## config.mk

```make
export PLATFORM = sky130hd
export DESIGN_NAME = sliding_window_ack_tracker_core
export DESIGN_NICKNAME = d
export VERILOG_FILES = /design/src/hdl/swat_pkg.sv /design/src/hdl/swat_ram.sv /design/src/hdl/sliding_window_ack_tracker_core.sv
export SDC_FILE = /design/constraint.sdc
export NUM_CORES = 1
export LEC_CHECK = 0
export BUFFER_PORTS_ARGS = -buffer_cell sky130_fd_sc_hd__buf_2
export CAP_MARGIN = 20
export CORE_MARGIN = 2
export CORE_UTILIZATION = 58
export DETAILED_ROUTE_END_ITERATION = 7
export GPL_TIMING_DRIVEN = 0
export HOLD_SLACK_MARGIN = 0.03
export MAX_ROUTING_LAYER = met4
export PLACE_DENSITY = 0.76
export SLEW_MARGIN = 25
export SYNTH_ARGS = -nofsm -noshare
export SYNTH_HDL_FRONTEND = slang
export SYNTH_HIERARCHICAL = 1
export SYNTH_SLANG_ARGS = --single-unit
export TNS_END_PERCENT = 100
```

## constraint.sdc

```tcl
create_clock -name clk_i -period 6.6 [get_ports clk_i]
set_input_delay 0.66 -clock clk_i [delete_from_list [all_inputs] [get_ports clk_i]]
set_output_delay 0.66 -clock clk_i [all_outputs]
set_load 0.01 [all_outputs]
```

## src/hdl/swat_pkg.sv

```systemverilog
`default_nettype none

package swat_pkg;

  localparam int unsigned SEQ_W            = 31;
  localparam int unsigned STATUS_W         = 3;
  localparam int unsigned CNT_OUT_W        = 5;
  localparam int unsigned TOTAL_W          = 32;
  localparam int unsigned WINDOW_DEPTH_DEF = 16;

  typedef enum logic [STATUS_W-1:0] {
    STAT_OK       = 3'd0,
    STAT_FULL     = 3'd1,
    STAT_OUTSIDE  = 3'd2,
    STAT_EMPTY    = 3'd3,
    STAT_MISMATCH = 3'd4
  } swat_status_e;

  typedef enum logic {
    OP_SEND = 1'b0,
    OP_ACK  = 1'b1
  } swat_op_e;

endpackage

`default_nettype wire

```

## src/hdl/swat_ram.sv

```systemverilog
`default_nettype none

module swat_ram #(
  parameter int unsigned WIDTH = 8,
  parameter int unsigned DEPTH = 16,
  localparam int unsigned AW   = (DEPTH > 1) ? $clog2(DEPTH) : 1
) (
  input  wire logic             clk_i,
  input  wire logic             we_i,
  input  wire logic [AW-1:0]    waddr_i,
  input  wire logic [WIDTH-1:0] wdata_i,
  input  wire logic             re_i,
  input  wire logic [AW-1:0]    raddr_i,
  output logic      [WIDTH-1:0] rdata_o
);

  logic [WIDTH-1:0] mem_q [DEPTH];

  always_ff @(posedge clk_i) begin
    if (we_i) begin
      mem_q[waddr_i] <= wdata_i;
    end
  end

  always_ff @(posedge clk_i) begin
    if (re_i) begin
      rdata_o <= mem_q[raddr_i];
    end
  end

endmodule

`default_nettype wire

```

## src/hdl/sliding_window_ack_tracker_core.sv

```systemverilog
// Sender-side go-back-N window tracker.
//
// Input channel (in_valid_i/in_ready_o): operation_i selects a send (store
// seq_value_i at the window tail) or a cumulative acknowledgement of
// seq_value_i. Output channel (out_valid_o/out_ready_i): one result item per
// input item with status, slots released, slots held, next expected sequence
// and the saturating total of released slots.
//
// Timing: an accepted item has its result registered once the output register
// is free; a new item is taken only after the previous result is registered.
// Each item passes through the registered read of the sequence memory and then
// compare and pointer update. Sends write the memory in the same update cycle.
//
// A stalled receiver holds the result in the output register; one further
// item may be accepted and then waits in its update cycle until the output
// register frees up.
//
// Reset empties the window, sets the expected sequence to zero and clears the
// release total. A cfg_we_i write empties the window and loads the expected
// sequence; the release total is kept. Write it only while idle.
`default_nettype none

module sliding_window_ack_tracker_core
  import swat_pkg::*;
#(
  parameter int unsigned WINDOW_DEPTH = WINDOW_DEPTH_DEF
) (
  input  wire logic                 clk_i,
  input  wire logic                 rst_ni,
  input  wire logic                 cfg_we_i,
  input  wire logic [SEQ_W-1:0]     cfg_wdata_i,
  input  wire logic                 in_valid_i,
  output logic                      in_ready_o,
  input  wire logic                 operation_i,
  input  wire logic [SEQ_W-1:0]     seq_value_i,
  output logic                      out_valid_o,
  input  wire logic                 out_ready_i,
  output logic [STATUS_W-1:0]       status_o,
  output logic [CNT_OUT_W-1:0]      released_now_o,
  output logic [CNT_OUT_W-1:0]      in_flight_o,
  output logic [SEQ_W-1:0]          oldest_seq_o,
  output logic [TOTAL_W-1:0]        released_total_o
);

  localparam int unsigned IW = $clog2(WINDOW_DEPTH);
  localparam int unsigned CW = $clog2(WINDOW_DEPTH + 1);

  typedef enum logic [1:0] {
    S_IDLE = 2'b01,
    S_EXEC = 2'b10
  } state_e;

  function automatic logic [IW-1:0] ring_next(input logic [IW-1:0] p);
    return (p == IW'(WINDOW_DEPTH - 1)) ? '0 : p + IW'(1);
  endfunction

  state_e             state_q, state_d;
  logic [IW-1:0]      head_q, head_d;
  logic [IW-1:0]      tail_q, tail_d;
  logic [CW-1:0]      held_q, held_d;
  logic [SEQ_W-1:0]   expected_q, expected_d;
  logic [TOTAL_W-1:0] total_q, total_d;

  logic               op_q;
  logic [SEQ_W-1:0]   seq_q;
  logic [IW-1:0]      off_q;
  logic               in_range_q;

  logic               out_valid_q;
  swat_status_e       status_q, status_d;
  logic [CNT_OUT_W-1:0] rel_q, rel_d;
  logic [CNT_OUT_W-1:0] flight_q, flight_d;

  logic               in_fire, out_free, exec_fire;
  logic [SEQ_W-1:0]   off_full;
  logic [IW:0]        idx_sum;
  logic [IW-1:0]      idx;
  logic [SEQ_W-1:0]   rdata;
  logic               ram_we;
  logic [CW-1:0]      rel_n;
  logic [TOTAL_W:0]   total_sum;
  logic [31:0]        rel_wide, held_wide;

  assign in_ready_o = (state_q == S_IDLE);
  assign in_fire    = in_valid_i & in_ready_o;
  assign out_free   = ~out_valid_q | out_ready_i;
  assign exec_fire  = (state_q == S_EXEC) & out_free;

  assign off_full = seq_value_i - expected_q;
  assign idx_sum  = {1'b0, head_q} + {1'b0, off_full[IW-1:0]};
  assign idx      = (idx_sum >= (IW+1)'(WINDOW_DEPTH))
                  ? IW'(idx_sum - (IW+1)'(WINDOW_DEPTH)) : idx_sum[IW-1:0];

  assign rel_n     = CW'(off_q) + CW'(1);
  assign total_sum = {1'b0, total_q} + (TOTAL_W+1)'(rel_n);

  swat_ram #(
    .WIDTH (SEQ_W),
    .DEPTH (WINDOW_DEPTH)
  ) u_slot_ram (
    .clk_i   (clk_i),
    .we_i    (ram_we),
    .waddr_i (tail_q),
    .wdata_i (seq_q),
    .re_i    (in_fire),
    .raddr_i (idx),
    .rdata_o (rdata)
  );

  always_comb begin
    state_d    = state_q;
    head_d     = head_q;
    tail_d     = tail_q;
    held_d     = held_q;
    expected_d = expected_q;
    total_d    = total_q;
    status_d   = STAT_OK;
    rel_d      = '0;
    ram_we     = 1'b0;
    rel_wide   = '0;

    unique case (state_q)
      S_IDLE: begin
        if (in_fire) begin
          state_d = S_EXEC;
        end
      end
      S_EXEC: begin
        if (exec_fire) begin
          state_d = S_IDLE;
          if (op_q == OP_SEND) begin
            if (held_q == CW'(WINDOW_DEPTH)) begin
              status_d = STAT_FULL;
            end else begin
              ram_we = 1'b1;
              held_d = held_q + CW'(1);
              tail_d = ring_next(tail_q);
            end
          end else if (!in_range_q) begin
            status_d = STAT_OUTSIDE;
          end else if (CW'(off_q) >= held_q) begin
            status_d = STAT_EMPTY;
          end else if (rdata != seq_q) begin
            status_d = STAT_MISMATCH;
          end else begin
            rel_wide   = 32'(rel_n);
            rel_d      = rel_wide[CNT_OUT_W-1:0];
            held_d     = held_q - rel_n;
            head_d     = ring_next(IW'(({1'b0, head_q} + {1'b0, off_q}) >=
                                       (IW+1)'(WINDOW_DEPTH)
                                       ? ({1'b0, head_q} + {1'b0, off_q})
                                         - (IW+1)'(WINDOW_DEPTH)
                                       : ({1'b0, head_q} + {1'b0, off_q})));
            expected_d = expected_q + SEQ_W'(rel_n);
            total_d    = total_sum[TOTAL_W] ? '1 : total_sum[TOTAL_W-1:0];
          end
        end
      end
      default: state_d = S_IDLE;
    endcase

    if (cfg_we_i) begin
      head_d     = '0;
      tail_d     = '0;
      held_d     = '0;
      expected_d = cfg_wdata_i;
    end

    held_wide = 32'(held_d);
    flight_d  = held_wide[CNT_OUT_W-1:0];
  end

  always_ff @(posedge clk_i or negedge rst_ni) begin
    if (!rst_ni) begin
      state_q     <= S_IDLE;
      head_q      <= '0;
      tail_q      <= '0;
      held_q      <= '0;
      expected_q  <= '0;
      total_q     <= '0;
      out_valid_q <= 1'b0;
    end else begin
      state_q    <= state_d;
      head_q     <= head_d;
      tail_q     <= tail_d;
      held_q     <= held_d;
      expected_q <= expected_d;
      total_q    <= total_d;
      if (exec_fire) begin
        out_valid_q <= 1'b1;
      end else if (out_ready_i) begin
        out_valid_q <= 1'b0;
      end
    end
  end

  always_ff @(posedge clk_i) begin
    if (in_fire) begin
      op_q       <= operation_i;
      seq_q      <= seq_value_i;
      off_q      <= off_full[IW-1:0];
      in_range_q <= (off_full < SEQ_W'(WINDOW_DEPTH));
    end
    if (exec_fire) begin
      status_q <= status_d;
      rel_q    <= rel_d;
      flight_q <= flight_d;
    end
  end

  assign out_valid_o      = out_valid_q;
  assign status_o         = status_q;
  assign released_now_o   = rel_q;
  assign in_flight_o      = flight_q;
  assign oldest_seq_o     = expected_q;
  assign released_total_o = total_q;

endmodule

`default_nettype wire

```

=== Word level (Yosys, flattened, before mapping) ===
Memory sizes are Yosys's and may differ from the RTL's. A register that Yosys moved wholly into a read port is not among the register bits.
Index checks and enable logic that the tools add are counted.

* $add $sub $neg: 12
* Multipliers: 0
* Magnitude comparators: 4
* Divide/modulo/power cells: 0
* Bitwise logic cells: 9
* Reduce and logical (&&, ||, !) cells: 10
* Shift operators: 0
* Equal/unequal tests: 12
* Multiplexer cells: 48

{| class="wikitable"
|+ Operators with widths
! cell !! number
|-
| $mux 31 || 7
|-
| $mux 4 || 16
|-
| $mux 5 || 8
|-
| $add 32x5->33 || 1
|-
| $mux 32 || 1
|-
| $add 31x5->31 || 1
|-
| $lt 31x5->1 const B || 1
|-
| $ne 31x31->1 || 1
|-
| $sub 31x31->31 || 1
|-
| $mux 3 || 4
|-
| $reduce_and 6->1 || 2
|-
| $add 4x4->5 || 2
|-
| $ge 5x5->1 const B || 2
|-
| $ne 2x2->1 const B || 5
|-
| $reduce_bool 2->1 || 5
|-
| $mux 1 || 9
|-
| $add 4x1->4 const B || 2
|-
| $eq 4x4->1 const B || 2
|-
| $sub 4x1->4 const B || 2
|-
| $not 1->1 || 6
|-
| $add 4x1->5 const B || 1
|-
| $add 5x1->5 const B || 1
|-
| $eq 5x5->1 const B || 1
|-
| $ge 4x5->1 || 1
|-
| other kinds (11) || 13
|}

* Logic and storage cells: 110
* Flip-flop bits (word level): 129
* Memories kept: 1
* Memory bits (writable): 496
* Memory bits (read-only): 0
* Bits in latches: 0
* Input port bits: 68

{| class="wikitable"
|+ Memories
! memory !! words !! bits a word !! read ports !! clocked after Yosys merged registers in !! wr ports !! RTL line !! text
|-
| u_slot_ram.mem_q || 16 || 31 || 1 || 1 || 1 || swat_ram.sv:17 || <nowiki>logic [WIDTH-1:0] mem_q [DEPTH];</nowiki>
|}

=== Longest topological paths before layout ===
Gate-level depths: netlist (run 1).

* Depth after elaboration: 12
* Gate-level depth with buffers: 14
* Mapped depth without buffers: 13

=== Modules after synthesis ===
Netlist (run 1), hierarchy kept.

{| class="wikitable"
|+ By module, submodules not included
! module !! times used !! area each (um^2) !! cells an instance
|-
| swat_ram || 1 || 19558.8 || 812
|-
| sliding_window_ack_tracker_core || 1 || 8597.0 || 934
|}

=== Worst setup path after synthesis (run 1) ===
Ideal clock, no wire load.

* Path type: register to register
* Start: register held_q[0]
* End: memory u_slot_ram/mem_q[0][0] (netlist bit), enable pin
* Data required time: 6.142 ns
* Cell stages (with the launch flop): 8
* Setup slack: 2.238 ns
* Buffers on the path: 0
* Arrival: 3.905 ns
* Cells stage by stage: dfrtp_1 > inv_1 > ha_1 > nand4_1 > nand2b_1 > nor2_1 > or3b_1 > nor3_1

* Word-level cells in the longest chain between the ends: 7

{| class="wikitable"
|+ RTL lines
! what !! RTL line !! text
|-
| from (decl) || sliding_window_ack_tracker_core.sv:60 || <nowiki>logic [CW-1:0] held_q, held_d;</nowiki>
|-
| from (signal assigned) || sliding_window_ack_tracker_core.sv:186 || <nowiki>held_q <= held_d;</nowiki>
|-
| $eq 5x5->1 || sliding_window_ack_tracker_core.sv:132 || <nowiki>if (held_q == CW'(WINDOW_DEPTH)) begin</nowiki>
|-
| $mux 1 || sliding_window_ack_tracker_core.sv:132 ||
|-
| $mux 1 || sliding_window_ack_tracker_core.sv:131 || <nowiki>if (op_q == OP_SEND) begin</nowiki>
|-
| $mux 1 || sliding_window_ack_tracker_core.sv:129 || <nowiki>if (exec_fire) begin</nowiki>
|-
| $mux 1 || sliding_window_ack_tracker_core.sv:122 || <nowiki>unique case (state_q)</nowiki>
|-
| net ram_we || sliding_window_ack_tracker_core.sv:79 || <nowiki>logic ram_we;</nowiki>
|-
| $mux 1 || swat_ram.sv:20 || <nowiki>if (we_i) begin</nowiki>
|-
| $mux 1 (not written as such) || swat_ram.sv:21 || <nowiki>mem_q[waddr_i] <= wdata_i;</nowiki>
|-
| to (decl) || swat_ram.sv:17 ||
|}

The timed path passes the listed nets, and every way through them passes these cells.

=== Worst setup path in the final report (run 1) ===
* Start: register seq_q[20]
* End: register total_q[29], in the netlist released_total_o[29]

* Word-level cells in the longest chain between the ends: 3

{| class="wikitable"
|+ RTL lines
! what !! RTL line !! text
|-
| from (decl) || sliding_window_ack_tracker_core.sv:65 || <nowiki>logic [SEQ_W-1:0] seq_q;</nowiki>
|-
| from (signal assigned) || sliding_window_ack_tracker_core.sv:200 || <nowiki>seq_q <= seq_value_i;</nowiki>
|-
| $ne 31x31->1 || sliding_window_ack_tracker_core.sv:143 || <nowiki>end else if (rdata != seq_q) begin</nowiki>
|-
| $not 1->1 (no source line) || - ||
|-
| $reduce_and 6->1 (no source line) || - ||
|-
| to (signal assigned) || sliding_window_ack_tracker_core.sv:188 || <nowiki>total_q <= total_d;</nowiki>
|-
| to (decl) || sliding_window_ack_tracker_core.sv:62 || <nowiki>logic [TOTAL_W-1:0] total_q, total_d;</nowiki>
|}

No other way between the ends.
A chain may end at the register's enable or synchronous reset.

==> results.txt, run 1 <==
Slew headroom: 42.4%
CP Data Required Time: 7.06 ns
Post-Place Cells: 2,543
First-pass detailed-route iteration total: 5
Final Cycle Share: 62.1%
CP cell instances: xor2_1, nor4_1, nand4_1, nor3_2, nand3_2, or4_4, buf_6, nor3b_2, xnor2_1, nand2_1
Top post-synthesis cells by count: edfxtp_1, nand2_1, mux4_2, nor2_1, dfrtp_1
Clock Pin Slew Worst Setup and Hold Paths: 0.06 ns
Worst setup path class: reg2reg
# rows: 80
Ys flop type: edfxtp_1
Avg WL per Cell: 26.4 um
H-tree levels: 3
Hold Crit Class: in2reg
Status: complete, no violations
Number of synthesized flops with an enable pin: 577
Gpl congestion: 0.900
Yosys top cell by area: edfxtp_1
Critical Path Source Type: flip-flop
Overflow after GRT: 0
Post-synthesis cell type count: 69
Total track usage: 29.5%
Syn-to-layout area delta: 15.3%
Synthesized area per cell: 16.1 um2
Tmin final: 4.10 ns
Synth Register Bits: 656
Setup Skew: 0.0262 ns
Synth Net Count: 1,879
Static leakage: 0.0117 uW
Syn Inst Count: 1,746
IO Port Bufs: 144
Post-CTS setup buffers: 0
Root buf cell: clkbuf_16
Initial antenna violation count: 4
Vias/cell: 6.36
Crit path DAT: 4.56 ns
Area contributors post-synth: edfxtp_1, mux4_2, dfrtp_1
Final ANT Viol Nets: 0
Clk buf depth: 3
Maximum vdd drop: 0.215 mV
Setup TNS: 0 ns
Drt drc: 0
Fin cells: 2,661
CP delay by family, top: simple AND/OR/NAND/NOR gates
Max-Cap Viols: 0
Tightest Pin Transition: 0.864 ns
Die Ht: 224 um
Final Setup Violations: 0
DRT iter0 DRCs: 1,864
First-pass GRT wire length: 105,000 um
Proportion of netlist area held by the largest area contributor: 61.5%
RSZ-0062 raised after global routing: no
Vias: 16,900
Largest net degree at the start of global routing: 69
Die Area: 50,300 um2
Clock Latency Late Sink: 0.60 ns
Asr flop ratio synth: 12.0%
Clock sink count: 656
CTS tree: built
Crit path buffers/inverters: 1
Cell with the most instances after synthesis: edfxtp_1
Detailed Route WL: 70,200 um
Initial Utilization: 58.8%
CP Max Fanout: 17
Power Dens Cells: 297 nW/um2
TritonCTS Buffers: 66
Register area share after synthesis: 68.6%
Crit path capture type: flip-flop
Core footprint: 47,800 um2
Share of layout cells above drive strength 1: 22.3%
Ports: 146
Layout net count: 2,130
Max Freq: 244 MHz
Max stage delay on crit path: 0.84 ns
Final Hold Fails: 0
Vias in the first global route: 17,300
Post-detail-place hpwl: 47,300 um
Setup WS pre-CTS: 2.22 ns
YS warnings: 6
Post-Route Utilization: 67.9%
Synthesized cell area: 28,200 um2
Worst setup margin: 2.50 ns
Hold Slack: 0.247 ns
CP max stage cell: edfxtp_1
Die width: 224 um
Max Slew Vio Count: 0
==> cells in the final DEF, fill, tap and decap left out, types with 5 or more instances in the layout <==
cell / synthesis / final
nand3_1: 43 / 43
or3_1: 9 / 9
fa_1: 6 / 6
clkinv_1: 0 / 15
nand4_1: 17 / 17
o21ai_0: 63 / 63
buf_16: 0 / 15
buf_6: 8 / 13
a22oi_1: 63 / 63
and2_1: 5 / 5
nor3_1: 26 / 22
nor2_4: 0 / 13
dfrtp_1: 78 / 78
a211oi_1: 6 / 6
or2_2: 5 / 5
nor2b_1: 8 / 8
mux4_2: 124 / 124
clkbuf_1: 35 / 48
clkinv_2: 0 / 7
buf_2: 16 / 159
nor2_1: 82 / 69
nand2b_1: 10 / 10
edfxtp_1: 577 / 577
xor2_1: 60 / 60
xnor2_1: 51 / 51
ha_1: 59 / 59
clkbuf_16: 0 / 69
nor3b_1: 5 / 5
inv_1: 62 / 62
nand2_1: 150 / 150
and3_1: 11 / 11
a21oi_1: 50 / 50
nor3_2: 4 / 8
a21o_1: 21 / 21
nor4_1: 11 / 9
buf_4: 1 / 17
o21a_1: 8 / 8
mux2i_1: 12 / 12
==> power breakdown <==
part / internal (uW) / leakage, uW / total, uW / switching [uW]
clock: 2000 / 0.000983 / 3530 / 1530
combinational: 550 / 0.00450 / 1340 / 789
sequential: 4660 / 0.00627 / 4780 / 116
==> sequential cells by signal (all words and copies together), names as in the netlist, 2 cells and up <==
signal,cells
released_total_o,32
oldest_seq_o,31
in_flight_o,5
u_slot_ram/mem_q,496
state_q,2
seq_q,31
status_o,3
head_q,4
u_slot_ram/rdata_o,31
released_now_o,5
tail_q,4
off_q,4
held_q,5
==> routing by layer <==
metal	vias up	routed length [um]	part of all wire (%)	track usage [%]
met2	878	34500	49	46.6
met4	0	2140	3.0	10.2
met1	8622	27000	38	39.0
met5	-	0	0	-
li1	7294	-	-	-
met3	143	6600	9.4	5.58
==> cells by family after synthesis <==
kind of cell | after synthesis | share of synthesized area (%)
adders and majority gates | 65 | 3.05
DFF | 656 | 68.6
buffers and inverters | 123 | 1.94
muxes | 138 | 10.4
AOI/OAI and AO/OA | 249 | 5.68
and+or+nand+nor | 404 | 6.89
xor gates and xnor gates | 111 | 3.45
==> cell type report <==
class                      count  area (um2)
inverter                      62         233
tap                          615         769
buffer                        61         314
clock inverter                32         249
multi-input combinational    967        8440
clock buffer                  83        1780
timing repair buffer         183        1380
sequential                   656       19300
fill                        3172       15400
antenna                        2        5.00
==> per-stage QoR <==
stage               total power, uW  area [um2]
detailed placement             6170       30400
finish                         9650       32500
CTS                            9700       32500
floorplan                      5720       28200
global route                   9970       32500
global placement               6130       29600
==> timing repair <==
action	in CTS	in global routing
hold buffers	1	0
gates resized for setup	0	0
endpoints found under the setup margin	0	0
hold endpoints to repair	11	0
==> path summary, 6_finish.rpt <==
kind	to	depth (start not counted)	slack, ns	from
setup reg to reg	released_total_o[29]$_DFFE_PN0P_	10	2.50	seq_q[20]$_DFFE_PP_
max in group asynchronous	oldest_seq_o[14]$_DFFE_PN0P_	3	5.52	rst_ni
setup / recovery	released_total_o[29]$_DFFE_PN0P_	10	2.50	seq_q[20]$_DFFE_PP_
hold / removal	op_q$_DFFE_PP_	1	0.25	operation_i
hold reg to reg	released_total_o[4]$_DFFE_PN0P_	2	0.51	released_total_o[4]$_DFFE_PN0P_
min in group asynchronous	released_total_o[15]$_DFFE_PN0P_	2	0.46	rst_ni
(Power assumes the default switching activity.)
==> run 2, diff against run 1 <==
Settings changed: ABC_AREA from default to 1, CORE_UTILIZATION 58 to 56.
Clock period 6.6 ns to 3.6 ns, I/O delays scaled along.
==> results.txt, run 2 <==
Register area share after synthesis: 58.9% (-9.6 points)
Placed cell area: 35,100 um2 (+15%)
Commonest non-fill, non-tap cell in the layout: nand2_1
Total track usage: 32.1% (+2.7 points)
Synth Net Count: 3,667 (+95%)
Combinational share of power: 27.9% (+14 points)
Initial antenna violation count: 0 (-4)
First-pass GRT wire length: 141,000 um (+34%)
Part of the power in registers: 39.8% (-9.7 points)
Static leakage: 0.0171 uW (+46%)
Max stage delay on crit path: 0.63 ns (-0.21 ns)
Max FFs per register: 496 (unchanged)
Setup WS pre-CTS: -0.542 ns (-2.76 ns)
CP delay by family, top: adder cells
Final Hold Fails: 0 (unchanged)
Synth Register Bits: 656 (unchanged)
Asr flop ratio synth: 12.0% (unchanged)
Top Usage Layer GRT: met2
Internal power: 15,100 uW (+110%)
Vias/cell: 5.50 (-14%)
Setup TNS: 0 ns (unchanged)
Gpl congestion: 0.952 (+5.9%)
Die Area: 60,400 um2 (+20%)
Syn Inst Count: 3,534 (+100%)
Largest net degree at the start of global routing: 63 (-8.7%)
Clock sink count: 656 (unchanged)
Root buf cell: clkbuf_16
Synthesized area per cell: 9.27 um2 (-43%)
Met1 Usage GRT: 40.7% (+1.7 points)
Post-synthesis cell type count: 50 (-28%)
Clk buf depth: 3 (unchanged)
TritonCTS Buffers: 71 (+7.6%)
Detailed Route WL: 93,600 um (+33%)
Overflow after GRT: 0 (unchanged)
Final instance area: 38,100 um2 (+17%)
Most frequent cells in the layout: nand2_1, inv_1, edfxtp_1, nand3_1, buf_2
Clk pwr share: 32.3% (-4.3 points)
Setup Skew: 0.0283 ns (+0.00210 ns)
Post-Place Cells: 4,463 (+76%)
IO Port Bufs: 144 (unchanged)
Max-Cap Viols: 0 (unchanged)
YS warnings: 6 (unchanged)
Max Freq: 283 MHz (+16%)
Die width: 246 um (+9.6%)
Number of synthesized flops with an enable pin: 577 (unchanged)
Tightest Pin Transition: 0.895 ns (+0.0311 ns)
# rows: 88 (+10%)
CP Max Fanout: 10 (-7)
Tmin final: 3.54 ns (-0.562 ns)
Grt met2 use: 52.5% (+5.8 points)
Max Slew Vio Count: 0 (unchanged)
Yosys top cell by area: edfxtp_1
CP max stage cell: buf_1
Fin cells: 4,654 (+75%)
Core footprint: 57,800 um2 (+21%)
Die Ht: 246 um (+9.6%)
Ys flop type: edfxtp_1
Initial Utilization: 56.7% (-2.2 points)
Synthesized cell area: 32,800 um2 (+16%)
Maximum vdd drop: 0.380 mV (+77%)
Avg WL per Cell: 20.1 um (-24%)
Power Dens Cells: 596 nW/um2 (+100%)
Worst setup path class: reg2reg
CTS tree: built
Syn-to-layout area delta: 16.3%
Worst setup margin: 0.0631 ns (-2.44 ns)
ANT cells: 0 (-2)
Crit path capture type: flip-flop
Net Sw Power: 7610 uW (+210%)
CP cell instances: ha_1, fa_1, xnor2_1, ha_1, xor2_1, buf_2, buf_1, nand3_1, nand3_1, nand2_1
Clock Latency Late Sink: 0.62 ns (+0.02 ns)
First-pass detailed-route iteration total: 6 (+1)
Layout net count: 3,965 (+86%)
Sw Share: 33.5% (+8.2 points)
H-tree levels: 3 (unchanged)
Final Setup Violations: 0 (unchanged)
Top post-synthesis cells by count: nand2_1, inv_1, edfxtp_1, nand3_1, nor2_1
Biggest register: u_slot_ram/mem_q
Drt drc: 0 (unchanged)
Post-detail-place hpwl: 65,300 um (+38%)
Clock Pin Slew Worst Setup and Hold Paths: 0.06 ns (about the same)
Vias in the first global route: 24,700 (+43%)
Met3 global-route usage: 4.08% (-1.5 points)
DRT iter0 DRCs: 2,481 (+33%)
Critical Path Source Type: flip-flop
Slew headroom: 40.3% (-2.1 points)
Proportion of netlist area held by the largest area contributor: 52.9% (-8.6 points)
Ports: 146 (unchanged)
Crit path DAT: 3.88 ns (-0.68 ns)
Status: complete, no violations
Vias: 25,600 (+51%)
Crit path buffers/inverters: 2 (+1)
Hold Crit Class: in2reg
Final Cycle Share: 98.2% (+36 points)
Share of layout cells above drive strength 1: 11.3% (-11 points)
Final ANT Viol Nets: 0 (unchanged)
Area contributors post-synth: edfxtp_1, nand2_1, nand3_1
CP Data Required Time: 3.95 ns (-3.11 ns)
Cell with the most instances after synthesis: nand2_1
run 2: changes by cell type in the layout (fill, tap and decap cells not counted), moves of 23 or more:
cell,before,now
nand2_1,150,1148
inv_1,62,588
nand3_1,43,480
mux4_2,124,0
a22oi_1,63,0
nor2_1,69,128
dlygate4sd3_1,1,51
xnor2_1,51,21
buf_2,159,187
o21ai_0,63,40
run 2: per-layer routing:
| layer | routed length [um] | up-vias |
|---|---|---|
| met3 | 9160 | 238 |
| met4 | 3840 | 0 |
| li1 | - | 12000 |
| met5 | 0 | - |
| met2 | 45100 | 1354 |
| met1 | 35500 | 12000 |
run 2: final timing paths:
kind / start / end / slack (ns) / cells after the start
max: oldest_seq_o[0]$_DFFE_PN0P_ / u_slot_ram/rdata_o[6]$_DFFE_PP_ / 0.06 / 10
min: seq_value_i[1] / seq_q[1]$_DFFE_PP_ / 0.06 / 1
max reg2reg: oldest_seq_o[0]$_DFFE_PN0P_ / u_slot_ram/rdata_o[6]$_DFFE_PP_ / 0.06 / 10
min reg2reg: head_q[2]$_DFFE_PN0P_ / head_q[2]$_DFFE_PN0P_ / 0.53 / 2
max in group asynchronous: rst_ni / oldest_seq_o[7]$_DFFE_PN0P_ / 2.83 / 3
min in group asynchronous: rst_ni / released_total_o[31]$_DFFE_PN0P_ / 0.16 / 2
run 2: power by group through the flow:
stage / clock [uW] / sequential [uW] / combinational [uW]
final: 7340 / 9040 / 6330
after global routing: 7690 / 9070 / 6810
after CTS: 7400 / 9040 / 6140
after global placement: 0 / 9180 / 5860
after floorplan: 0 / 9110 / 3850
after detailed placement: 0 / 9190 / 5990
run 2: what timing repair did:
action / CTS / global route
endpoints found under the setup margin: 31 / 137
gates resized for setup: 5 / 17
endpoints found under the hold margin: 128 / 0
hold buffers: 51 / 0
cloned: 0 / 0
setup buffers: 2 / 8
pin swaps: 1 / 3
run 2: cell families after synthesis:
kind of cell	Yosys count	synth area share (%)
AND/OR/NAND/NOR	1888	24.5
buffers and inverters	715	9.30
flip-flops	656	58.9
AO/OA/AOI/OAI	125	2.39
XOR/XNOR	85	2.27
adder cells (fa/ha/maj)	65	2.62
run 2: cell type report:
cell class | count | area, um2
clock buffers | 94 | 1910
flip-flops and latches | 656 | 19300
repair buffers | 225 | 1890
fillers | 4464 | 19700
inverters | 596 | 2250
plain buffers | 119 | 821
clock inverters | 36 | 422
well taps | 765 | 957
multi-input cells | 2163 | 10500
run 2: per-stage QoR:
stage	util [%]	hold WS (ns)	total power, uW
final	65.9	0.0604	22700
after global routing	65.9	0.0461	23600
after CTS	65.6	0.0401	22600
after detailed placement	60.7	0.208	15200
after global placement	59.6	0.510	15000
after floorplan	-	0.0644	13000
run 2: worst register-to-register path, delay by kind of cell, from the launching register on:
kind,cells,cell delay (ns)
xor gates and xnor gates,2,0.50
adders and majority gates,3,0.96
DFF,1,0.44
and+or+nand+nor,3,0.43
buffers and inverters,2,0.97
